===== src/rtl/kst_pkg.sv =====
`timescale 1ns / 1ps

package kst_pkg;

    // Field widths
    localparam int CNT_W  = 20;
    localparam int KIND_W = 4;

    // Text size and saturation limits
    localparam longint TEXT_BYTES = 64'd1048576;
    localparam logic [CNT_W-1:0] CNT_MAX = '1;
    localparam logic [CNT_W-1:0] OFFSET_MAX =
        ((TEXT_BYTES - 1) < longint'(CNT_MAX)) ? CNT_W'(TEXT_BYTES - 1) : CNT_MAX;

    // Output queue geometry
    localparam int FIFO_DEPTH = 4;
    localparam int FIFO_AW    = $clog2(FIFO_DEPTH);

    // Token kinds
    typedef enum logic [KIND_W-1:0] {
        KIND_END     = 4'd0,
        KIND_SYMBOL  = 4'd1,
        KIND_KEYWORD = 4'd2,
        KIND_INVALID = 4'd3,
        KIND_GREATER = 4'd4,
        KIND_LOWER   = 4'd5,
        KIND_DASH    = 4'd6,
        KIND_OPEN    = 4'd7,
        KIND_CLOSE   = 4'd8
    } t_kind;

    // One result item
    typedef struct packed {
        t_kind            kind;
        logic [CNT_W-1:0] offset;
        logic [CNT_W-1:0] row;
        logic [CNT_W-1:0] col;
        logic [CNT_W-1:0] len;
        logic             last;
    } t_token;

    // Up to two results written into the queue in one cycle, a before b
    typedef struct packed {
        logic   a_valid;
        t_token a;
        logic   b_valid;
        t_token b;
    } t_push;

    // Keywords: case, run, trace
    localparam int KW_NUM = 3;
    localparam int KW_MAX = 5;
    localparam logic [7:0] KW_TEXT [KW_NUM][KW_MAX] = '{
        '{8'h63, 8'h61, 8'h73, 8'h65, 8'h00},
        '{8'h72, 8'h75, 8'h6e, 8'h00, 8'h00},
        '{8'h74, 8'h72, 8'h61, 8'h63, 8'h65}
    };
    localparam logic [2:0] KW_LEN [KW_NUM] = '{3'd4, 3'd3, 3'd5};

    // Drop candidates that no longer match the byte at position len
    function automatic logic [KW_NUM-1:0] kw_match(logic [KW_NUM-1:0] cand,
                                                   logic [CNT_W-1:0] len,
                                                   logic [7:0] c);
        logic [KW_NUM-1:0] res;
        res = cand;
        for (int i = 0; i < KW_NUM; i++) begin
            if (len >= {{(CNT_W-3){1'b0}}, KW_LEN[i]}) begin
                res[i] = 1'b0;
            end else if (KW_TEXT[i][len[2:0]] != c) begin
                res[i] = 1'b0;
            end
        end
        return res;
    endfunction

    // A surviving candidate of exactly the symbol's length is a keyword
    function automatic logic kw_hit(logic [KW_NUM-1:0] cand, logic [CNT_W-1:0] len);
        logic hit;
        hit = 1'b0;
        for (int i = 0; i < KW_NUM; i++) begin
            if (cand[i] && len == {{(CNT_W-3){1'b0}}, KW_LEN[i]}) begin
                hit = 1'b1;
            end
        end
        return hit;
    endfunction

endpackage


===== src/rtl/keyword_symbol_tokenizer.sv =====
`timescale 1ns / 1ps

// Streaming tokenizer: one source byte per input transaction, closed by an
// end transaction. Input and output are valid/ready; an accepted byte sits in
// an input register and is scanned once the queue has room for two results,
// its results (none, one or two) going into a four-entry output queue that
// drives the result ports. A new byte is taken every cycle while the queue
// has room for two results, so the sustained rate is one byte per cycle when
// the consumer keeps up; a byte that ends a symbol and is itself a token
// makes two results, which drain at one per cycle. Offsets, rows and lengths
// saturate at 2^20-1; the end token has length zero and returns all position
// state to zero.
module keyword_symbol_tokenizer (
    input  logic                     i_clk,
    input  logic                     i_rst_n,
    input  logic                     i_valid,
    output logic                     o_ready,
    input  logic [7:0]               i_ch,
    input  logic                     i_end_of_text,
    output logic                     o_valid,
    input  logic                     i_ready,
    output logic [kst_pkg::KIND_W-1:0] o_token_kind,
    output logic [kst_pkg::CNT_W-1:0]  o_start_offset,
    output logic [kst_pkg::CNT_W-1:0]  o_start_row,
    output logic [kst_pkg::CNT_W-1:0]  o_start_col,
    output logic [kst_pkg::CNT_W-1:0]  o_token_len,
    output logic                     o_last
);
    import kst_pkg::*;

    t_push  push;
    t_token head;
    logic   room;

    kst_lexer u_lexer (
        .i_clk         (i_clk),
        .i_rst_n       (i_rst_n),
        .i_valid       (i_valid),
        .o_ready       (o_ready),
        .i_ch          (i_ch),
        .i_end_of_text (i_end_of_text),
        .i_room        (room),
        .o_push        (push)
    );

    kst_out_fifo u_out_fifo (
        .i_clk   (i_clk),
        .i_rst_n (i_rst_n),
        .i_push  (push),
        .o_room  (room),
        .o_token (head),
        .o_valid (o_valid),
        .i_ready (i_ready)
    );

    assign o_token_kind   = head.kind;
    assign o_start_offset = head.offset;
    assign o_start_row    = head.row;
    assign o_start_col    = head.col;
    assign o_token_len    = head.len;
    assign o_last         = head.last;

endmodule


===== src/rtl/kst_out_fifo.sv =====
`timescale 1ns / 1ps

module kst_out_fifo (
    input  logic           i_clk,
    input  logic           i_rst_n,
    input  kst_pkg::t_push i_push,
    output logic           o_room,
    output kst_pkg::t_token o_token,
    output logic           o_valid,
    input  logic           i_ready
);
    import kst_pkg::*;

    t_token            r_mem [FIFO_DEPTH];
    logic [FIFO_AW-1:0] r_wptr, n_wptr;
    logic [FIFO_AW-1:0] r_rptr, n_rptr;
    logic [FIFO_AW:0]   r_count, n_count;

    logic pop;
    logic [1:0] push_num;
    logic [FIFO_AW-1:0] wptr_b;

    assign o_valid = (r_count != '0);
    assign o_token = r_mem[r_rptr];
    // Room for the worst case of two writes
    assign o_room  = (r_count <= (FIFO_AW+1)'(FIFO_DEPTH - 2));
    assign pop     = o_valid && i_ready;

    assign push_num = {1'b0, i_push.a_valid} + {1'b0, i_push.b_valid};
    assign wptr_b   = i_push.a_valid ? r_wptr + 1'b1 : r_wptr;

    // Pointer and count update
    always_comb begin
        n_wptr  = r_wptr + FIFO_AW'(push_num);
        n_rptr  = pop ? r_rptr + 1'b1 : r_rptr;
        n_count = r_count + (FIFO_AW+1)'(push_num) - (FIFO_AW+1)'(pop);
    end

    always_ff @(posedge i_clk) begin
        if (!i_rst_n) begin
            r_wptr  <= '0;
            r_rptr  <= '0;
            r_count <= '0;
        end else begin
            r_wptr  <= n_wptr;
            r_rptr  <= n_rptr;
            r_count <= n_count;
        end
    end

    // Storage writes
    always_ff @(posedge i_clk) begin
        if (i_push.a_valid) begin
            r_mem[r_wptr] <= i_push.a;
        end
        if (i_push.b_valid) begin
            r_mem[wptr_b] <= i_push.b;
        end
    end

`ifndef SYNTHESIS
    a_count_bound: assert property (@(posedge i_clk) disable iff (!i_rst_n)
        r_count <= (FIFO_AW+1)'(FIFO_DEPTH))
        else $error("output queue count beyond depth");

    a_push_room: assert property (@(posedge i_clk) disable iff (!i_rst_n)
        (i_push.a_valid || i_push.b_valid) |-> o_room)
        else $error("write into output queue without room");

    a_two_writes: assert property (@(posedge i_clk) disable iff (!i_rst_n)
        (i_push.a_valid && i_push.b_valid && !pop) |=>
            r_count == $past(r_count) + (FIFO_AW+1)'(2))
        else $error("double write not counted");
`endif

endmodule


===== src/rtl/kst_lexer.sv =====
`timescale 1ns / 1ps

module kst_lexer (
    input  logic           i_clk,
    input  logic           i_rst_n,
    input  logic           i_valid,
    output logic           o_ready,
    input  logic [7:0]     i_ch,
    input  logic           i_end_of_text,
    input  logic           i_room,
    output kst_pkg::t_push o_push
);
    import kst_pkg::*;

    // Input register
    logic             r_in_valid;
    logic [7:0]       r_ch;
    logic             r_eot;

    // Scanner state
    logic              r_in_symbol, n_in_symbol;
    logic [CNT_W-1:0]  r_cursor, n_cursor;
    logic [CNT_W-1:0]  r_row, n_row;
    logic [CNT_W-1:0]  r_row_start, n_row_start;
    logic [CNT_W-1:0]  r_sym_off, n_sym_off;
    logic [CNT_W-1:0]  r_sym_row, n_sym_row;
    logic [CNT_W-1:0]  r_sym_len, n_sym_len;
    logic [KW_NUM-1:0] r_cand, n_cand;

    logic fire;
    logic is_alnum, is_space;
    logic [CNT_W-1:0] cur_inc;
    t_kind byte_kind;
    t_token sym_tok, cur_tok;

    assign fire    = r_in_valid && i_room;
    assign o_ready = !r_in_valid || fire;

    // Byte classes
    always_comb begin
        is_alnum = r_ch inside {[8'h30:8'h39], [8'h41:8'h5a], [8'h61:8'h7a]};
        is_space = r_ch inside {[8'h09:8'h0d], 8'h20};
        case (r_ch)
            8'h3e:   byte_kind = KIND_GREATER;
            8'h3c:   byte_kind = KIND_LOWER;
            8'h2d:   byte_kind = KIND_DASH;
            8'h7b:   byte_kind = KIND_OPEN;
            8'h7d:   byte_kind = KIND_CLOSE;
            default: byte_kind = KIND_INVALID;
        endcase
    end

    assign cur_inc = (r_cursor < OFFSET_MAX) ? r_cursor + 1'b1 : r_cursor;

    // Candidate tokens: pending symbol and the token at the cursor
    always_comb begin
        sym_tok.kind   = kw_hit(r_cand, r_sym_len) ? KIND_KEYWORD : KIND_SYMBOL;
        sym_tok.offset = r_sym_off;
        sym_tok.row    = r_sym_row;
        sym_tok.col    = r_sym_off - r_row_start;
        sym_tok.len    = r_sym_len;
        sym_tok.last   = 1'b0;

        cur_tok.kind   = r_eot ? KIND_END : byte_kind;
        cur_tok.offset = r_cursor;
        cur_tok.row    = r_row;
        cur_tok.col    = r_cursor - r_row_start;
        cur_tok.len    = r_eot ? '0 : CNT_W'(1);
        cur_tok.last   = 1'b1;
    end

    // Result selection and next state
    always_comb begin
        o_push.a       = sym_tok;
        o_push.b       = cur_tok;
        o_push.a_valid = 1'b0;
        o_push.b_valid = 1'b0;

        n_in_symbol = r_in_symbol;
        n_cursor    = r_cursor;
        n_row       = r_row;
        n_row_start = r_row_start;
        n_sym_off   = r_sym_off;
        n_sym_row   = r_sym_row;
        n_sym_len   = r_sym_len;
        n_cand      = r_cand;

        if (fire) begin
            if (r_eot) begin
                // Flush, end token, back to reset values
                o_push.a_valid = r_in_symbol;
                o_push.b_valid = 1'b1;
                n_in_symbol = 1'b0;
                n_cursor    = '0;
                n_row       = '0;
                n_row_start = '0;
                n_sym_off   = '0;
                n_sym_row   = '0;
                n_sym_len   = '0;
                n_cand      = '1;
            end else if (is_alnum) begin
                if (r_in_symbol) begin
                    n_cand    = kw_match(r_cand, r_sym_len, r_ch);
                    n_sym_len = (r_sym_len < CNT_MAX) ? r_sym_len + 1'b1 : r_sym_len;
                end else begin
                    n_in_symbol = 1'b1;
                    n_sym_off   = r_cursor;
                    n_sym_row   = r_row;
                    n_cand      = kw_match('1, '0, r_ch);
                    n_sym_len   = CNT_W'(1);
                end
                n_cursor = cur_inc;
            end else begin
                // Flush pending symbol; last moves to it when no byte token
                o_push.a_valid = r_in_symbol;
                o_push.a.last  = is_space;
                o_push.b_valid = !is_space;
                if (r_in_symbol) begin
                    n_in_symbol = 1'b0;
                    n_sym_len   = '0;
                    n_cand      = '1;
                end
                n_cursor = cur_inc;
                if (r_ch == 8'h0a) begin
                    n_row       = (r_row < CNT_MAX) ? r_row + 1'b1 : r_row;
                    n_row_start = cur_inc;
                end
            end
        end
    end

    always_ff @(posedge i_clk) begin
        if (!i_rst_n) begin
            r_in_valid  <= 1'b0;
            r_in_symbol <= 1'b0;
            r_cursor    <= '0;
            r_row       <= '0;
            r_row_start <= '0;
            r_sym_off   <= '0;
            r_sym_row   <= '0;
            r_sym_len   <= '0;
            r_cand      <= '1;
        end else begin
            if (o_ready) begin
                r_in_valid <= i_valid;
            end
            r_in_symbol <= n_in_symbol;
            r_cursor    <= n_cursor;
            r_row       <= n_row;
            r_row_start <= n_row_start;
            r_sym_off   <= n_sym_off;
            r_sym_row   <= n_sym_row;
            r_sym_len   <= n_sym_len;
            r_cand      <= n_cand;
        end
    end

    // Input payload register
    always_ff @(posedge i_clk) begin
        if (o_ready && i_valid) begin
            r_ch  <= i_ch;
            r_eot <= i_end_of_text;
        end
    end

`ifndef SYNTHESIS
    a_push_on_fire: assert property (@(posedge i_clk) disable iff (!i_rst_n)
        (o_push.a_valid || o_push.b_valid) |-> fire)
        else $error("result written without a consumed item");

    a_pair_order: assert property (@(posedge i_clk) disable iff (!i_rst_n)
        (o_push.a_valid && o_push.b_valid) |-> !o_push.a.last)
        else $error("first of two results marked last");

    a_end_clears: assert property (@(posedge i_clk) disable iff (!i_rst_n)
        (fire && r_eot) |=> (r_cursor == '0 && !r_in_symbol && r_row == '0))
        else $error("end item did not clear position state");
`endif

endmodule

===== config.mk =====
export PLATFORM = sky130hd
export DESIGN_NAME = keyword_symbol_tokenizer
export DESIGN_NICKNAME = d
export VERILOG_FILES = /design/src/rtl/kst_pkg.sv /design/src/rtl/keyword_symbol_tokenizer.sv /design/src/rtl/kst_out_fifo.sv /design/src/rtl/kst_lexer.sv
export SDC_FILE = /design/constraint.sdc
export NUM_CORES = 1
export LEC_CHECK = 0
export BUFFER_PORTS_ARGS = -buffer_cell sky130_fd_sc_hd__buf_2
export CORE_ASPECT_RATIO = 0.9
export CORE_UTILIZATION = 55
export CTS_BUF_LIST = sky130_fd_sc_hd__clkbuf_4
export DETAILED_ROUTE_END_ITERATION = 10
export GPL_TIMING_DRIVEN = 1
export HOLD_SLACK_MARGIN = 0.03
export PLACE_DENSITY_LB_ADDON = 0.2
export SLEW_MARGIN = 5
export SYNTH_ARGS = -nofsm -noshare
export SYNTH_HDL_FRONTEND = slang
export SYNTH_HIERARCHICAL = 1
export SYNTH_SLANG_ARGS = --single-unit

===== constraint.sdc =====
create_clock -name i_clk -period 6.5 [get_ports i_clk]
set_input_delay 0.65 -clock i_clk [delete_from_list [all_inputs] [get_ports i_clk]]
set_output_delay 0.65 -clock i_clk [all_outputs]
set_load 0.005 [all_outputs]

==> results of run 1 <==
cell type report:
type                       instances  area (µm²)  area share
antenna                            6        15.0    0.000526
clock buffer                     218        1640      0.0574
clock inverter                    13        77.6     0.00272
inverter                          56         210     0.00737
multi-input combinational       1383       11900       0.416
sequential                       483       13200       0.462
tap                              608         761      0.0267
timing repair buffer             136         796      0.0279
worst min-delay path, cell delays in order:
cell and delay, ps:
buf_2 110, inv_1 90, a21oi_1 70
registers in the layout, indices dropped and copies added, names as in the netlist, 8 cells and up, named ones only:
signal,flops
u_lexer/r_row,20
u_lexer/r_cursor,20
u_lexer/r_sym_len,20
u_lexer/r_sym_row,20
u_lexer/r_ch,8
u_out_fifo/r_mem,340
u_lexer/r_row_start,20
u_lexer/r_sym_off,20
cell families after synthesis:
family / after synthesis
xor gates and xnor gates: 76
muxes: 434
DFF: 483
and+or+nand+nor: 504
other: 2
adders and majority gates: 59
buffers and inverters: 195
AOI/OAI and AO/OA: 288
placed cells by master (no fill, tap or decap), drive strengths merged, types with 12 or more instances in the layout:
cell / Yosys / layout
a21o: 16 / 16
a21oi: 98 / 98
a31oi: 12 / 12
and2: 15 / 15
and3: 16 / 16
buf: 98 / 127
clkbuf: 41 / 218
conb: 2 / 22
dfxtp: 134 / 134
edfxtp: 349 / 349
ha: 56 / 56
inv: 56 / 58
mux2: 342 / 342
mux4: 85 / 85
nand2: 133 / 133
nand3: 106 / 106
nand4: 19 / 19
nor2: 87 / 87
nor2b: 20 / 20
nor3: 31 / 31
nor4: 24 / 24
o21ai: 63 / 63
xnor2: 45 / 45
xor2: 31 / 31
worst paths after layout:
path | startpoint | to | slack, ps | cells past startpoint
min | i_valid | u_lexer/r_in_valid$_SDFFE_PN0N_ | 140 | 3
max | u_lexer/r_ch[3]$_DFFE_PP_ | u_out_fifo/r_mem[2][34]$_DFFE_PP_ | 1450 | 10
max reg2reg | u_lexer/r_ch[3]$_DFFE_PP_ | u_out_fifo/r_mem[2][34]$_DFFE_PP_ | 1450 | 10
min reg2reg | u_lexer/r_row_start[17]$_SDFFE_PN0P_ | u_lexer/r_row_start[17]$_SDFFE_PN0P_ | 450 | 2
power breakdown:
part	switching, W	internal (W)
sequential	0.000116	0.00344
combinational	0.000769	0.000690
clock	0.00124	0.00154
timing repair:
| action | CTS | global route |
|---|---|---|
| hold buffers | 9 | 0 |
| endpoints found under the hold margin | 9 | 0 |
| setup endpoints to repair | 0 | 0 |
metal layers:
| layer | track usage | up-vias | wire, µm |
|---|---|---|---|
| met2 | 0.446 | 640 | 31100 |
| met3 | 0.0507 | 101 | 4100 |
| li1 | - | 8185 | - |
| met1 | 0.365 | 8823 | 27900 |
| met5 | 0 | - | 0 |
| met4 | 0.0920 | 0 | 1240 |
per-stage QoR:
stage / cells / power, W
2_1_floorplan: 2061 / 0.00456
3_3_place_gp: 2657 / 0.00507
3_5_place_dp: 2657 / 0.00510
4_1_cts: 2897 / 0.00787
5_1_grt: 2903 / 0.00815
6_report: 2903 / 0.00779
==> results.toml, run 1 <==
[run_status]
outcome = "complete, no violations"

[global_routing]
grt_pass1_wl_um = 102000
grt_pass1_vias = 18600
grt_max_degree = 64
overflow = 0
antenna_found_initial = 2
grt.total_usage = 0.273

[final_layout]
syn_to_final_growth_pct = 10.5
design_area_um2 = 28500
nets = 2262
drive_above_1_share = 0.317
nFillCells = 3639
fin_util = 0.623

[clock_tree]
cts_resized = 0
clock_latency_ps = 850
clock_sinks = 483
cts_setup_buffers = 0
clk_pin_slew_worst_paths_ps = 60
cts-root-buf = "clkbuf_4"
ctsLongestPathBuffers = 3
cts_made_buffers = 130
htreeDepth = 4
cts_tree = "done"

[critical_path]
slowest_delay_ps = 820
crit_chain = "nor3_1 > a211oi_2 > nand2_1 > nor2_1 > nor3_1 > nand2_1 > o31ai_4 > buf_4 > buf_4 > mux2_2"
slowest_stage = "nor3_1"
critPathKind = "flip-flop to flip-flop"
cp_top_family = "simple AND/OR/NAND/NOR gates"
cp_max_fo = 49
path_buf_inv = 2
worst_ep_arrival_time_ps = 5630
crit_path_end_kind = "flip-flop"
critical_path_required_ps = 7080
critPathLaunchType = "flip-flop"

[timing]
fmax_mhz = 198
relSlewSlack = 0.239
finalSetupTns_ps = 0
drv_slew = 0
hold_viol_final = 0
fin_skew_ps = 31.5
whs_ps = 140
final.min_clock_period_ps = 5050
setup_ws_ps = 1450
worst_pin_slew_ps = 1140
rsz0062_at_grt = "false"
finalCritPeriodShare = 0.777
finalSetupViolCount = 0

[routing]
num_vias = 17700
routed_wl_um = 64300
dr.pass1.iters = 5
drc = 0
routedWlPerCell_um = 22.2
drtAntennaViolNets = 0
drt_iter0_drc = 1452
via_per_inst = 6.11

[yosys]
postSynthCellCount = 2041
syn_avg_cell_area_um2 = 12.7
synthXorXnorAreaFrac = 0.0258
muxShareOfSynthArea = 0.226
synth_cell_types = 87
netlist_area_um2 = 25800
yosys.area_share.simple = 0.0992
async_flop_share = 0
yosys.area_share.adder = 0.0295
ys_warn_count = 6
ys.flop_type = "edfxtp_1"
synth_area_leader_cell = "edfxtp_1"
synth-seq-cells = 483
synth-compound-area-share = 0.0726
synth_common_cells = "edfxtp_1 (349), mux2_2 (252), dfxtp_1 (134)"
ys_seq_area_frac = 0.510
synth_top_family_by_area = "multiplexers"
yosysMostFrequentCell = "edfxtp_1"
synthTopCellsByArea = "edfxtp_1 (41%), mux2_2 (11%), dfxtp_1 (10%)"
synth_edf_count = 349
synth_top_cell_area_share = 0.406

[placement]
routabilityCongestion = 0.906
placed_area_um2 = 26700
dp_slack_ps = 1540
port_buffers = 99
hpwl_um = 38600

[die]
core-area_um2 = 45800
die_area_um2 = 47800
num_io_pins = 100
die_y_um = 208
start_util = 0.563
die_w_um = 230
rows = 74

[pwr]
powerDensity_nw_per_um2 = 273
power_leakage_nw = 10.6
ir_worst_vdd_uv = 181

[job]
maxCapViolCount = 0

[hold_path]
hp-class = "input pin to flip-flop"
Note: power is estimated with default switching activity, not from simulation.
==> run 2: changes to the inputs <==
clock period = 4.9 ns   (was 6.5 ns; I/O delays follow)
==> run 2 against run 1 <==
Against the previous run: flip-flop and latch count stayed put; clock power is 29% higher; total power is 32% higher; non-clock buffer count is 9 higher; wire length is 2.5% lower; combinational power is 35% higher; first-iteration DRC count is 14% higher; global-route usage is 1.1 points lower; via count hardly changed; worst hold slack worse by 37 ps.
==> results.toml, run 2 (synthesis gave the netlist of run 1 again) <==
[run_status]
outcome = "complete, no violations"

[critical_path]
worst_ep_arrival_time_ps = 4850
critPathKind = "flip-flop to flip-flop"
critPathLaunchType = "flip-flop"
critical_path_required_ps = 5490
crit_path_end_kind = "flip-flop"
cp_max_fo = 85

[routing]
drc = 0
routedWlPerCell_um = 21.6
drt_iter0_drc = 1649
drtAntennaViolNets = 0
wl_met3_um = 3390
via_per_inst = 6.10
routed.top_layer = "met4"
wl_met1_um = 27600
wl_met2_um = 30800
dr.pass1.iters = 6
num_vias = 17800
routed_wl_um = 62700

[timing]
fin_skew_ps = 51.4
rsz0062_at_grt = "false"
fmax_mhz = 235
final.min_clock_period_ps = 4260
worst_pin_slew_ps = 1050
hold_viol_final = 0
finalCritPeriodShare = 0.869
relSlewSlack = 0.294
drv_slew = 0
finalSetupTns_ps = 0
finalSetupViolCount = 0

[global_routing]
grt.total_usage = 0.262
grt_pass1_vias = 17700
overflow = 0
antenna_found_initial = 2
grt_pass1_wl_um = 98400
grt_max_degree = 86

[placement]
hpwl_um = 39100
placed_area_um2 = 26900
dp.cells = 2665
port_buffers = 99
routabilityCongestion = 0.890

[final_layout]
fin_util = 0.626
top_register = "u_out_fifo/r_mem"
layout_common_cells = "edfxtp_1 (349), mux2_2 (252), clkbuf_4 (200)"
largest_register_ffs = 340
layout_commonest_cell = "edfxtp_1"
nFillCells = 3618
design_area_um2 = 28700
drive_above_1_share = 0.312
nets = 2262
syn_to_final_growth_pct = 11.0
instances_no_fill = 2910

[clock_tree]
cts-root-buf = "clkbuf_4"
cts_made_buffers = 121
ctsLongestPathBuffers = 3
cts_resized = 0
clk_pin_slew_worst_paths_ps = 70
htreeDepth = 3
clock_sinks = 483
clock_latency_ps = 880
cts_tree = "done"

[pwr]
seqPwrFrac = 0.460
ir_worst_vdd_uv = 226
p_sw_frac = 0.275
p_int_w = 0.00744
powerDensity_nw_per_um2 = 358
combPwrFrac = 0.192
power_leakage_nw = 10.6
clock_power_share = 0.349
p_switching_w = 0.00282

[die]
num_io_pins = 100
die_w_um = 230
die_y_um = 208
core-area_um2 = 45800
rows = 74
start_util = 0.563
die_area_um2 = 47800

[hold_path]
hp-class = "input pin to flip-flop"

[job]
maxCapViolCount = 0
==> run 2: cell type report <==
class	instances	area [µm²]	area share
antenna	5	12.5	0.000436
clock buffer	200	1500	0.0524
clock inverter	30	170	0.00594
inverter	56	210	0.00733
multi-input combinational	1383	11900	0.414
sequential	483	13200	0.459
tap	608	761	0.0265
timing repair buffer	145	978	0.0341
==> run 2: routing by layer <==
layer | vias up | GRT usage
li1 | 8177 | -
met4 | 0 | 0.0733
met1 | 8876 | 0.359
met5 | - | 0
met3 | 84 | 0.0419
met2 | 618 | 0.433
==> run 2: worst max-delay path: stages (launching register included) <==
cell	delay, ps
edfxtp_1	610
nor3_1	390
a211oi_2	170
nand2_1	160
nor2_1	140
nor3_1	830
nand2_1	330
o31ai_4	350
buf_12	430
mux2_2	400
==> run 2: worst paths after layout <==
| kind | start | end | slack, ps | cells after the start |
|---|---|---|---|---|
| max | u_lexer/r_ch[3]$_DFFE_PP_ | u_out_fifo/r_mem[3][5]$_DFFE_PP_ | 640 | 9 |
| min | i_ready | flip-flop | 100 | 4 |
| max reg2reg | u_lexer/r_ch[3]$_DFFE_PP_ | u_out_fifo/r_mem[3][5]$_DFFE_PP_ | 640 | 9 |
| min reg2reg | u_lexer/r_row_start[8]$_SDFFE_PN0P_ | u_lexer/r_row_start[8]$_SDFFE_PN0P_ | 460 | 2 |
==> run 2: timing repair <==
item | CTS | global route
hold endpoints to repair | 10 | 0
hold buffers | 10 | 0
buffers inserted | 0 | 0
==> run 2: power by group through the flow <==
stage,Combinational [W],Sequential (W),Clock [W]
global route,0.00210,0.00474,0.00387
detailed placement,0.00199,0.00481,0
finish,0.00197,0.00472,0.00358
CTS,0.00200,0.00472,0.00367
floorplan,0.00134,0.00471,0
global placement,0.00198,0.00480,0
==> run 2: metrics by stage <==
step	total power (W)	setup slack, ps	hold WS, ps
after floorplan	0.00605	110	425
after global placement	0.00677	943	443
after detailed placement	0.00680	769	448
after CTS	0.0104	763	42.9
after global routing	0.0107	501	67.1
final	0.0103	644	104
